<file path="src/sv/u8dw_pkg.sv">
// ----------------------------------------------------------------------------
// u8dw_pkg
// Shared types, constants and functions of the UTF-8 display width counter.
// ----------------------------------------------------------------------------
package u8dw_pkg;

  localparam int TOTAL_BITS  = 15;
  localparam int CP_W        = 21;
  localparam int CW_W        = 2;
  localparam int IN_DATA_W   = 8;
  localparam int OUT_FIELD_W = CP_W + CW_W + TOTAL_BITS;
  localparam int OUT_DATA_W  = ((OUT_FIELD_W + 7) / 8) * 8;
  localparam int NUM_WIDE    = 30;

  localparam logic [TOTAL_BITS-1:0] TOTAL_MAX   = {TOTAL_BITS{1'b1}};
  localparam logic [CP_W-1:0]       REPLACEMENT = CP_W'(24'h00FFFD);

  localparam logic [2:0] LEN_1 = 3'd1;
  localparam logic [2:0] LEN_2 = 3'd2;
  localparam logic [2:0] LEN_3 = 3'd3;
  localparam logic [2:0] LEN_4 = 3'd4;

  localparam logic [CP_W-1:0] WIDE_LO [NUM_WIDE] = '{
    21'h04E00, 21'h03400, 21'h20000, 21'h30000, 21'h0F900, 21'h2F800,
    21'h01100, 21'h0AC00, 21'h0D7B0, 21'h03000, 21'h0FF00, 21'h02E80,
    21'h02F00, 21'h031C0, 21'h02FF0, 21'h0FE10, 21'h0FE30, 21'h1F600,
    21'h1F300, 21'h1F680, 21'h1F1E0, 21'h02600, 21'h02700, 21'h1F900,
    21'h1FA00, 21'h1FA70, 21'h03200, 21'h03300, 21'hF0000, 21'h100000
  };
  localparam logic [CP_W-1:0] WIDE_HI [NUM_WIDE] = '{
    21'h09FFF, 21'h04DBF, 21'h2FFFD, 21'h3FFFD, 21'h0FAFF, 21'h2FA1F,
    21'h011FF, 21'h0D7AF, 21'h0D7FF, 21'h0303F, 21'h0FFEF, 21'h02EFF,
    21'h02FDF, 21'h031EF, 21'h02FFF, 21'h0FE1F, 21'h0FE4F, 21'h1F64F,
    21'h1F5FF, 21'h1F6FF, 21'h1F1FF, 21'h026FF, 21'h027BF, 21'h1F9FF,
    21'h1FA6F, 21'h1FAFF, 21'h032FF, 21'h033FF, 21'hFFFFD, 21'h10FFFD
  };

  // One decode job: the bytes of a finished sequence, or of a cut-off tail
  typedef struct packed {
    logic [3:0][7:0] bytes;
    logic [2:0]      n;
    logic            eot;
  } job_t;

  function automatic logic [2:0] lead_length(input logic [7:0] b);
    logic [2:0] len;
    len = LEN_1;
    if (b[7] == 1'b0)               len = LEN_1;
    else if (b[7:5] == 3'b110)      len = LEN_2;
    else if (b[7:4] == 4'b1110)     len = LEN_3;
    else if (b[7:3] == 5'b11110)    len = LEN_4;
    return len;
  endfunction

  function automatic logic [CW_W-1:0] glyph_width(input logic [CP_W-1:0] cp);
    logic hit;
    hit = 1'b0;
    for (int k = 0; k < NUM_WIDE; k++) begin
      if (cp >= WIDE_LO[k] && cp <= WIDE_HI[k]) hit = 1'b1;
    end
    return hit ? CW_W'(2) : CW_W'(1);
  endfunction

endpackage

</file>
<file path="src/sv/u8dw_front.sv">
// ----------------------------------------------------------------------------
// u8dw_front
// Byte intake: buffers an open sequence and hands complete jobs to the queue.
// ----------------------------------------------------------------------------
module u8dw_front (
  input  logic                clk,
  input  logic                rst_n,
  input  logic                byte_vld,
  input  logic [7:0]          byte_val,
  input  logic                byte_eot,
  output logic                job_vld,
  output u8dw_pkg::job_t      job
);

  logic [2:0][7:0] pend_r;
  logic [1:0]      pcnt_r;
  logic [1:0]      pcnt_nxt;
  logic [2:0]      exp_r;
  logic [2:0]      exp_nxt;
  logic [2:0]      n;
  logic [2:0]      blen;
  logic            push;

  always_comb begin
    job.bytes = {8'h00, pend_r};
    job.bytes[pcnt_r] = byte_val;
    n         = {1'b0, pcnt_r} + 3'd1;
    job.n     = n;
    job.eot   = byte_eot;
    blen      = u8dw_pkg::lead_length(byte_val);
    push      = 1'b0;
    pcnt_nxt  = pcnt_r;
    exp_nxt   = exp_r;
    if (byte_eot) begin
      push = 1'b1;
    end else if (pcnt_r == 2'd0) begin
      if (blen == u8dw_pkg::LEN_1) push = 1'b1;
      else exp_nxt = blen;
    end else if (n >= exp_r) begin
      push = 1'b1;
    end
    if (push) begin
      pcnt_nxt = 2'd0;
      exp_nxt  = 3'd0;
    end else begin
      pcnt_nxt = n[1:0];
    end
    job_vld = byte_vld && push;
  end

  always_ff @(posedge clk) begin
    if (!rst_n) begin
      pcnt_r <= 2'd0;
      exp_r  <= 3'd0;
    end else if (byte_vld) begin
      pcnt_r <= pcnt_nxt;
      exp_r  <= exp_nxt;
    end
  end

  always_ff @(posedge clk) begin
    if (byte_vld && !push) pend_r[pcnt_r] <= byte_val;
  end

endmodule

</file>
<file path="src/sv/u8dw_queue.sv">
// ----------------------------------------------------------------------------
// u8dw_queue
// Two-entry job queue between intake and decoder.
// ----------------------------------------------------------------------------
module u8dw_queue (
  input  logic           clk,
  input  logic           rst_n,
  input  logic           wr_en,
  input  u8dw_pkg::job_t wr_job,
  output logic           full,
  output logic           rd_vld,
  input  logic           rd_en,
  output u8dw_pkg::job_t rd_job
);

  u8dw_pkg::job_t slot_r [2];
  logic           wp_r;
  logic           rp_r;
  logic [1:0]     cnt_r;
  logic [1:0]     cnt_nxt;
  logic           do_wr;
  logic           do_rd;

  assign full   = (cnt_r == 2'd2);
  assign rd_vld = (cnt_r != 2'd0);
  assign rd_job = slot_r[rp_r];
  assign do_wr  = wr_en && !full;
  assign do_rd  = rd_en && rd_vld;

  always_comb begin
    cnt_nxt = cnt_r;
    if (do_wr && !do_rd) cnt_nxt = cnt_r + 2'd1;
    else if (!do_wr && do_rd) cnt_nxt = cnt_r - 2'd1;
  end

  always_ff @(posedge clk) begin
    if (!rst_n) begin
      wp_r  <= 1'b0;
      rp_r  <= 1'b0;
      cnt_r <= 2'd0;
    end else begin
      cnt_r <= cnt_nxt;
      if (do_wr) wp_r <= ~wp_r;
      if (do_rd) rp_r <= ~rp_r;
    end
  end

  always_ff @(posedge clk) begin
    if (do_wr) slot_r[wp_r] <= wr_job;
  end

endmodule

</file>
<file path="src/sv/u8dw_back.sv">
// ----------------------------------------------------------------------------
// u8dw_back
// Decoder: walks a job one code point a cycle unless stalled; sizes and sums.
// ----------------------------------------------------------------------------
module u8dw_back (
  input  logic                                clk,
  input  logic                                rst_n,
  input  logic                                q_vld,
  input  u8dw_pkg::job_t                      q_job,
  output logic                                q_pop,
  output logic                                out_tvalid,
  input  logic                                out_tready,
  output logic [u8dw_pkg::CP_W-1:0]           cp_o,
  output logic [u8dw_pkg::CW_W-1:0]           cw_o,
  output logic [u8dw_pkg::TOTAL_BITS-1:0]     run_o,
  output logic                                last_o
);

  u8dw_pkg::job_t                    job_r;
  logic                              busy_r;
  logic [2:0]                        pos_r;
  logic [2:0]                        pos_nxt;
  logic [u8dw_pkg::TOTAL_BITS-1:0]   tot_r;
  logic [u8dw_pkg::TOTAL_BITS-1:0]   tot_nxt;
  logic [u8dw_pkg::TOTAL_BITS:0]     sum;
  logic                              vld_r;
  logic [u8dw_pkg::CP_W-1:0]         cp_r;
  logic [u8dw_pkg::CW_W-1:0]         cw_r;
  logic [u8dw_pkg::TOTAL_BITS-1:0]   run_r;
  logic                              last_r;

  logic [7:0]                        lead;
  logic [7:0]                        b1;
  logic [7:0]                        b2;
  logic [7:0]                        b3;
  logic [2:0]                        i;
  logic [2:0]                        len;
  logic [3:0]                        reach;
  logic [u8dw_pkg::CP_W-1:0]         cp;
  logic [u8dw_pkg::CW_W-1:0]         cw;
  logic                              done;
  logic                              step;

  always_comb begin
    lead  = job_r.bytes[pos_r[1:0]];
    i     = pos_r + 3'd1;
    b1    = job_r.bytes[i[1:0]];
    b2    = job_r.bytes[2'(i[1:0] + 2'd1)];
    b3    = job_r.bytes[2'(i[1:0] + 2'd2)];
    len   = u8dw_pkg::lead_length(lead);
    reach = {1'b0, i} + {1'b0, len} - 4'd1;
    pos_nxt = i;
    if (lead[7] == 1'b0) begin
      cp = u8dw_pkg::CP_W'(lead);
    end else if (len == u8dw_pkg::LEN_1 || reach > {1'b0, job_r.n}) begin
      cp = u8dw_pkg::REPLACEMENT;
    end else begin
      pos_nxt = reach[2:0];
      case (len)
        u8dw_pkg::LEN_2: cp = u8dw_pkg::CP_W'({lead[4:0], b1[5:0]});
        u8dw_pkg::LEN_3: cp = u8dw_pkg::CP_W'({lead[3:0], b1[5:0], b2[5:0]});
        default:         cp = {lead[2:0], b1[5:0], b2[5:0], b3[5:0]};
      endcase
    end
    cw   = u8dw_pkg::glyph_width(cp);
    sum  = {1'b0, tot_r} + (u8dw_pkg::TOTAL_BITS+1)'(cw);
    tot_nxt = (sum > {1'b0, u8dw_pkg::TOTAL_MAX}) ? u8dw_pkg::TOTAL_MAX
                                                  : sum[u8dw_pkg::TOTAL_BITS-1:0];
    done = (pos_nxt >= job_r.n);
    step = busy_r && (!vld_r || out_tready);
    q_pop = q_vld && (!busy_r || (step && done));
  end

  always_ff @(posedge clk) begin
    if (!rst_n) begin
      busy_r <= 1'b0;
      vld_r  <= 1'b0;
      tot_r  <= '0;
    end else begin
      if (vld_r && out_tready) vld_r <= 1'b0;
      if (step) begin
        vld_r <= 1'b1;
        tot_r <= (job_r.eot && done) ? '0 : tot_nxt;
        if (done) busy_r <= 1'b0;
      end
      if (q_pop) busy_r <= 1'b1;
    end
  end

  always_ff @(posedge clk) begin
    if (step) begin
      pos_r  <= pos_nxt;
      cp_r   <= cp;
      cw_r   <= cw;
      run_r  <= tot_nxt;
      last_r <= job_r.eot && done;
    end
    if (q_pop) begin
      job_r <= q_job;
      pos_r <= 3'd0;
    end
  end

  assign out_tvalid = vld_r;
  assign cp_o       = cp_r;
  assign cw_o       = cw_r;
  assign run_o      = run_r;
  assign last_o     = last_r;

endmodule

</file>
<file path="src/sv/utf8_display_width_counter_core.sv">
// ----------------------------------------------------------------------------
// utf8_display_width_counter_core
// UTF-8 decoder that reports each code point with its column width and total.
// ----------------------------------------------------------------------------
// Bytes of a string enter one a word on the input stream, the last one with
// in_tlast. An intake stage buffers an open multi-byte sequence and passes
// each finished sequence through a two-entry queue to a decoder that emits
// one code point a cycle unless stalled, so text flows at one byte a cycle with
// one result per code point. At end of string a cut-off sequence is replayed from
// its lead byte, giving up to three results for that last byte, one a cycle unless
// stalled; the decoder's walk over the buffered bytes sets that cost. out_tlast
// marks the last result of a string; the column total then restarts from zero.
// ----------------------------------------------------------------------------
module utf8_display_width_counter_core (
  input  logic                              clk,
  input  logic                              rst_n,
  input  logic                              in_tvalid,
  output logic                              in_tready,
  input  logic [u8dw_pkg::IN_DATA_W-1:0]    in_tdata,   // in_byte
  input  logic                              in_tlast,   // end_of_text
  output logic                              out_tvalid,
  input  logic                              out_tready,
  output logic [u8dw_pkg::OUT_DATA_W-1:0]   out_tdata,  // code_point, column_width,
                                                        // running_columns, zero pad
  output logic                              out_tlast   // final_result
);

  logic                              in_acc;
  logic                              f_vld;
  u8dw_pkg::job_t                    f_job;
  logic                              q_full;
  logic                              q_vld;
  logic                              q_pop;
  u8dw_pkg::job_t                    q_job;
  logic [u8dw_pkg::CP_W-1:0]         cp;
  logic [u8dw_pkg::CW_W-1:0]         cw;
  logic [u8dw_pkg::TOTAL_BITS-1:0]   run;

  assign in_tready = !q_full;
  assign in_acc    = in_tvalid && in_tready;

  u8dw_front u_front (
    .clk      (clk),
    .rst_n    (rst_n),
    .byte_vld (in_acc),
    .byte_val (in_tdata),
    .byte_eot (in_tlast),
    .job_vld  (f_vld),
    .job      (f_job)
  );

  u8dw_queue u_queue (
    .clk    (clk),
    .rst_n  (rst_n),
    .wr_en  (f_vld),
    .wr_job (f_job),
    .full   (q_full),
    .rd_vld (q_vld),
    .rd_en  (q_pop),
    .rd_job (q_job)
  );

  u8dw_back u_back (
    .clk        (clk),
    .rst_n      (rst_n),
    .q_vld      (q_vld),
    .q_job      (q_job),
    .q_pop      (q_pop),
    .out_tvalid (out_tvalid),
    .out_tready (out_tready),
    .cp_o       (cp),
    .cw_o       (cw),
    .run_o      (run),
    .last_o     (out_tlast)
  );

  assign out_tdata = u8dw_pkg::OUT_DATA_W'({run, cw, cp});

endmodule
</file>
<file path="config.mk">
export PLATFORM = sky130hd
export DESIGN_NAME = utf8_display_width_counter_core
export DESIGN_NICKNAME = d
export VERILOG_FILES = /design/src/sv/u8dw_pkg.sv /design/src/sv/u8dw_front.sv /design/src/sv/u8dw_queue.sv /design/src/sv/u8dw_back.sv /design/src/sv/utf8_display_width_counter_core.sv
export SDC_FILE = /design/constraint.sdc
export NUM_CORES = 1
export LEC_CHECK = 0
export BUFFER_PORTS_ARGS = -buffer_cell sky130_fd_sc_hd__buf_2
export CAP_MARGIN = 20
export CORE_MARGIN = 4
export CORE_UTILIZATION = 60
export CTS_CLUSTER_SIZE = 8
export DETAILED_ROUTE_END_ITERATION = 10
export GPL_ROUTABILITY_DRIVEN = 0
export HOLD_SLACK_MARGIN = 0.03
export PLACE_DENSITY = 0.78
export SLEW_MARGIN = 25
export SYNTH_ARGS = -nofsm -noshare
export SYNTH_HDL_FRONTEND = slang
export SYNTH_HIERARCHICAL = 1
export SYNTH_SLANG_ARGS = --single-unit
</file>
<file path="constraint.sdc">
create_clock -name clk -period 24 [get_ports clk]
set_clock_uncertainty 0.2 [all_clocks]
set_input_delay 4.8 -clock clk [delete_from_list [all_inputs] [get_ports clk]]
set_output_delay 4.8 -clock clk [all_outputs]
set_load 0.03 [all_outputs]
</file>
==> results.ini <==
[synth]
syn-cell-area_sq_um = 10600
ys_types = 81
synth-compound-area-share_pct = 11.9
ys_warn_count = 6
ys_seq_area_share_pct = 53.9
synth-async-reset-ratio_pct = 0
synth_top_family_by_area = simple AND/OR/NAND/NOR gates
syn_inst = 857
synthAdderAreaFrac_pct = 2.85
synth-edff-count = 171
synth.avg_cell_area_sq_um = 12.4
synthMuxAreaShare_pct = 12.8
synthFlopType = edfxtp_1
synth_xor_area_share_pct = 1.32
ys_ff_latch = 201
synth-simple-area-share_pct = 14.1

[place]
hpwlAfterDp_mm = 15.8
place_area_sq_um = 11100
io_buffers = 53

[floorplan]
die_area_sq_um = 19900
coreArea_sq_um = 17400
num_rows = 48
die_h_um = 141
die_w_um = 141
start_util_pct = 61.3
io_pins = 56

[setup_path]
start_kind = flip-flop
worstSetupPathType = reg -> reg
crit_arrival_ns = 9.64
max_stage_delay_ns = 0.73
cp.required_ns = 24.24
crit_slowest_cell = o31ai_2
reg2reg_from = u_back/pos_r[0]$_SDFFE_PP0P_
cp-end-kind = flip-flop
cp_max_fo = 31
crit_top_cell = nand2_1
critPathLaunch = u_back/pos_r[0]$_SDFFE_PP0P_

[clock_tree]
cts.sinks = 201
cts-hold-fix-buffers = 0
root_buffer = clkbuf_16
cts_tree = yes
h-tree-depth = 1
clk_transition_reported_paths_ns = 0.05
insertion_delay_ns = 0.51
numCtsBuffers = 29
cts_resized = 0
cts_setup_buffers = 0
clockBufferDepth = 3

[job]
max-cap-violations = 0

[detailed_routing]
routed_wl_mm = 23.2
first_iter_violations = 940
drcViolationCount = 0
first_pass_iters = 10
ant_nets = 0
vias_per_cell = 6.59
wl_per_cell_um = 20.2
vias = 7555

[sta]
max_freq_ghz = 0.106
setup_violations = 0
period_minus_slack_ns = 9.39
maxSlewViolCount = 0
holdWs_ns = 0.255
rsz0062_at_grt = false
slew_headroom_pct = 29.4
tightestPinTransition_ns = 1.05
setup_tns_ns = 0
fin_crit_sh_pct = 39.1
hold_violations = 0

[cells_and_area]
final_util_pct = 68.2
final_cell_mix = edfxtp_1 (171), nand2_1 (65), mux2_2 (63)
area_delta_synth_final_pct = 11.4
layout.nets = 945
register_area_sq_um = 5740
finalInstanceArea_sq_um = 11800
multi_input_area_sq_um = 4610
fillers = 1241
final_common_cell = edfxtp_1
antennaDiodeCount = 0
drive_above_1_share_pct = 22.0

[global_routing]
grt_pass1_wl_mm = 37.9
grt_antenna_before_repair = 0
grt_max_degree = 41
grt_pass1_vias = 7295
grt_use_total_pct = 23.3
gr-total-overflow = 0

[status]
status = finished clean

[worst_hold_path]
min_from = u_front/exp_r[2]$_SDFFE_PN0P_
hold_path.class = reg -> reg

-- final cells by class --
cell class | instances | share of cell area, %
clock buffer | 41 | 6.59
timing repair buffer | 63 | 2.87
inverter | 24 | 0.771
multi-input combinational | 590 | 38.9
tap | 225 | 2.38
clock inverter | 2 | 0.0739
sequential | 201 | 48.4
-- logic make-up after synthesis --
group,count (synthesis)
other cells,1
mux,96
xor+xnor,16
flops,201
fa+ha+maj,23
buf+inv,67
simple gates,281
compound gates,172
-- registers in the layout, indices dropped and copies added (netlist names), 2 cells and up, named ones only --
name,count
u_front/pend_r,24
u_back/tot_r,15
u_back/cp_o,21
u_back/pos_r,3
u_back/job_r,36
u_back/run_o,15
u_back/cw_o,2
u_front/exp_r,3
u_queue/cnt_r,2
u_queue/slot_r,72
u_front/pcnt_r,2
-- synth_stat cells (19+ instances only) --
cell / number / area share [%]
a21oi_1: 19 / 0.89
inv_1: 21 / 0.74
mux2_2: 63 / 6.7
nor2_1: 45 / 1.6
and2_1: 22 / 1.3
edfxtp_1: 171 / 48
o21ai_0: 31 / 1.5
ha_1: 21 / 2.5
mux4_2: 24 / 5.1
dfxtp_1: 30 / 5.6
nor2b_1: 28 / 1.6
nand3_1: 28 / 1.3
nand2_1: 65 / 2.3
-- worst max-delay path: cells and delay by family, from the launching register on --
family	cells	cell delay (ns)
flops	1	0.48
simple gates	13	3.45
compound gates	8	2.54
buf+inv	3	0.63
fa+ha+maj	4	1.32
mux	1	0.69
-- routing by layer --
metal | vias up | part of all wire, % | GRT usage, %
li1 | 3419 | - | -
met1 | 3633 | 41 | 32.2
met2 | 387 | 47 | 37.1
met3 | 116 | 8.5 | 4.95
met4 | 0 | 3.8 | 7.85
met5 | - | 0 | 0
-- worst paths after layout --
path                            slack [ns]                            end  cells after the start
worst min-delay path                  0.25  u_front/exp_r[2]$_SDFFE_PN0P_                      2
worst max-delay path                 14.61   u_back/tot_r[7]$_SDFFE_PN0P_                     29
worst max register to register       14.61   u_back/tot_r[7]$_SDFFE_PN0P_                     29
worst min register to register        0.25  u_front/exp_r[2]$_SDFFE_PN0P_                      2
-- through the flow --
| stage | std cells | worst slack, ns |
|---|---|---|
| 3_5_place_dp | 1103 | 14.74 |
| 5_1_grt | 1146 | 13.95 |
| 4_1_cts | 1146 | 14.73 |
| 6_report | 1146 | 14.61 |
| 3_3_place_gp | 1103 | 15.06 |
| 2_1_floorplan | 858 | 15.75 |
Power is not shown: default switching activity piles up to over one toggle a cycle in this logic, so the estimate is an artifact.
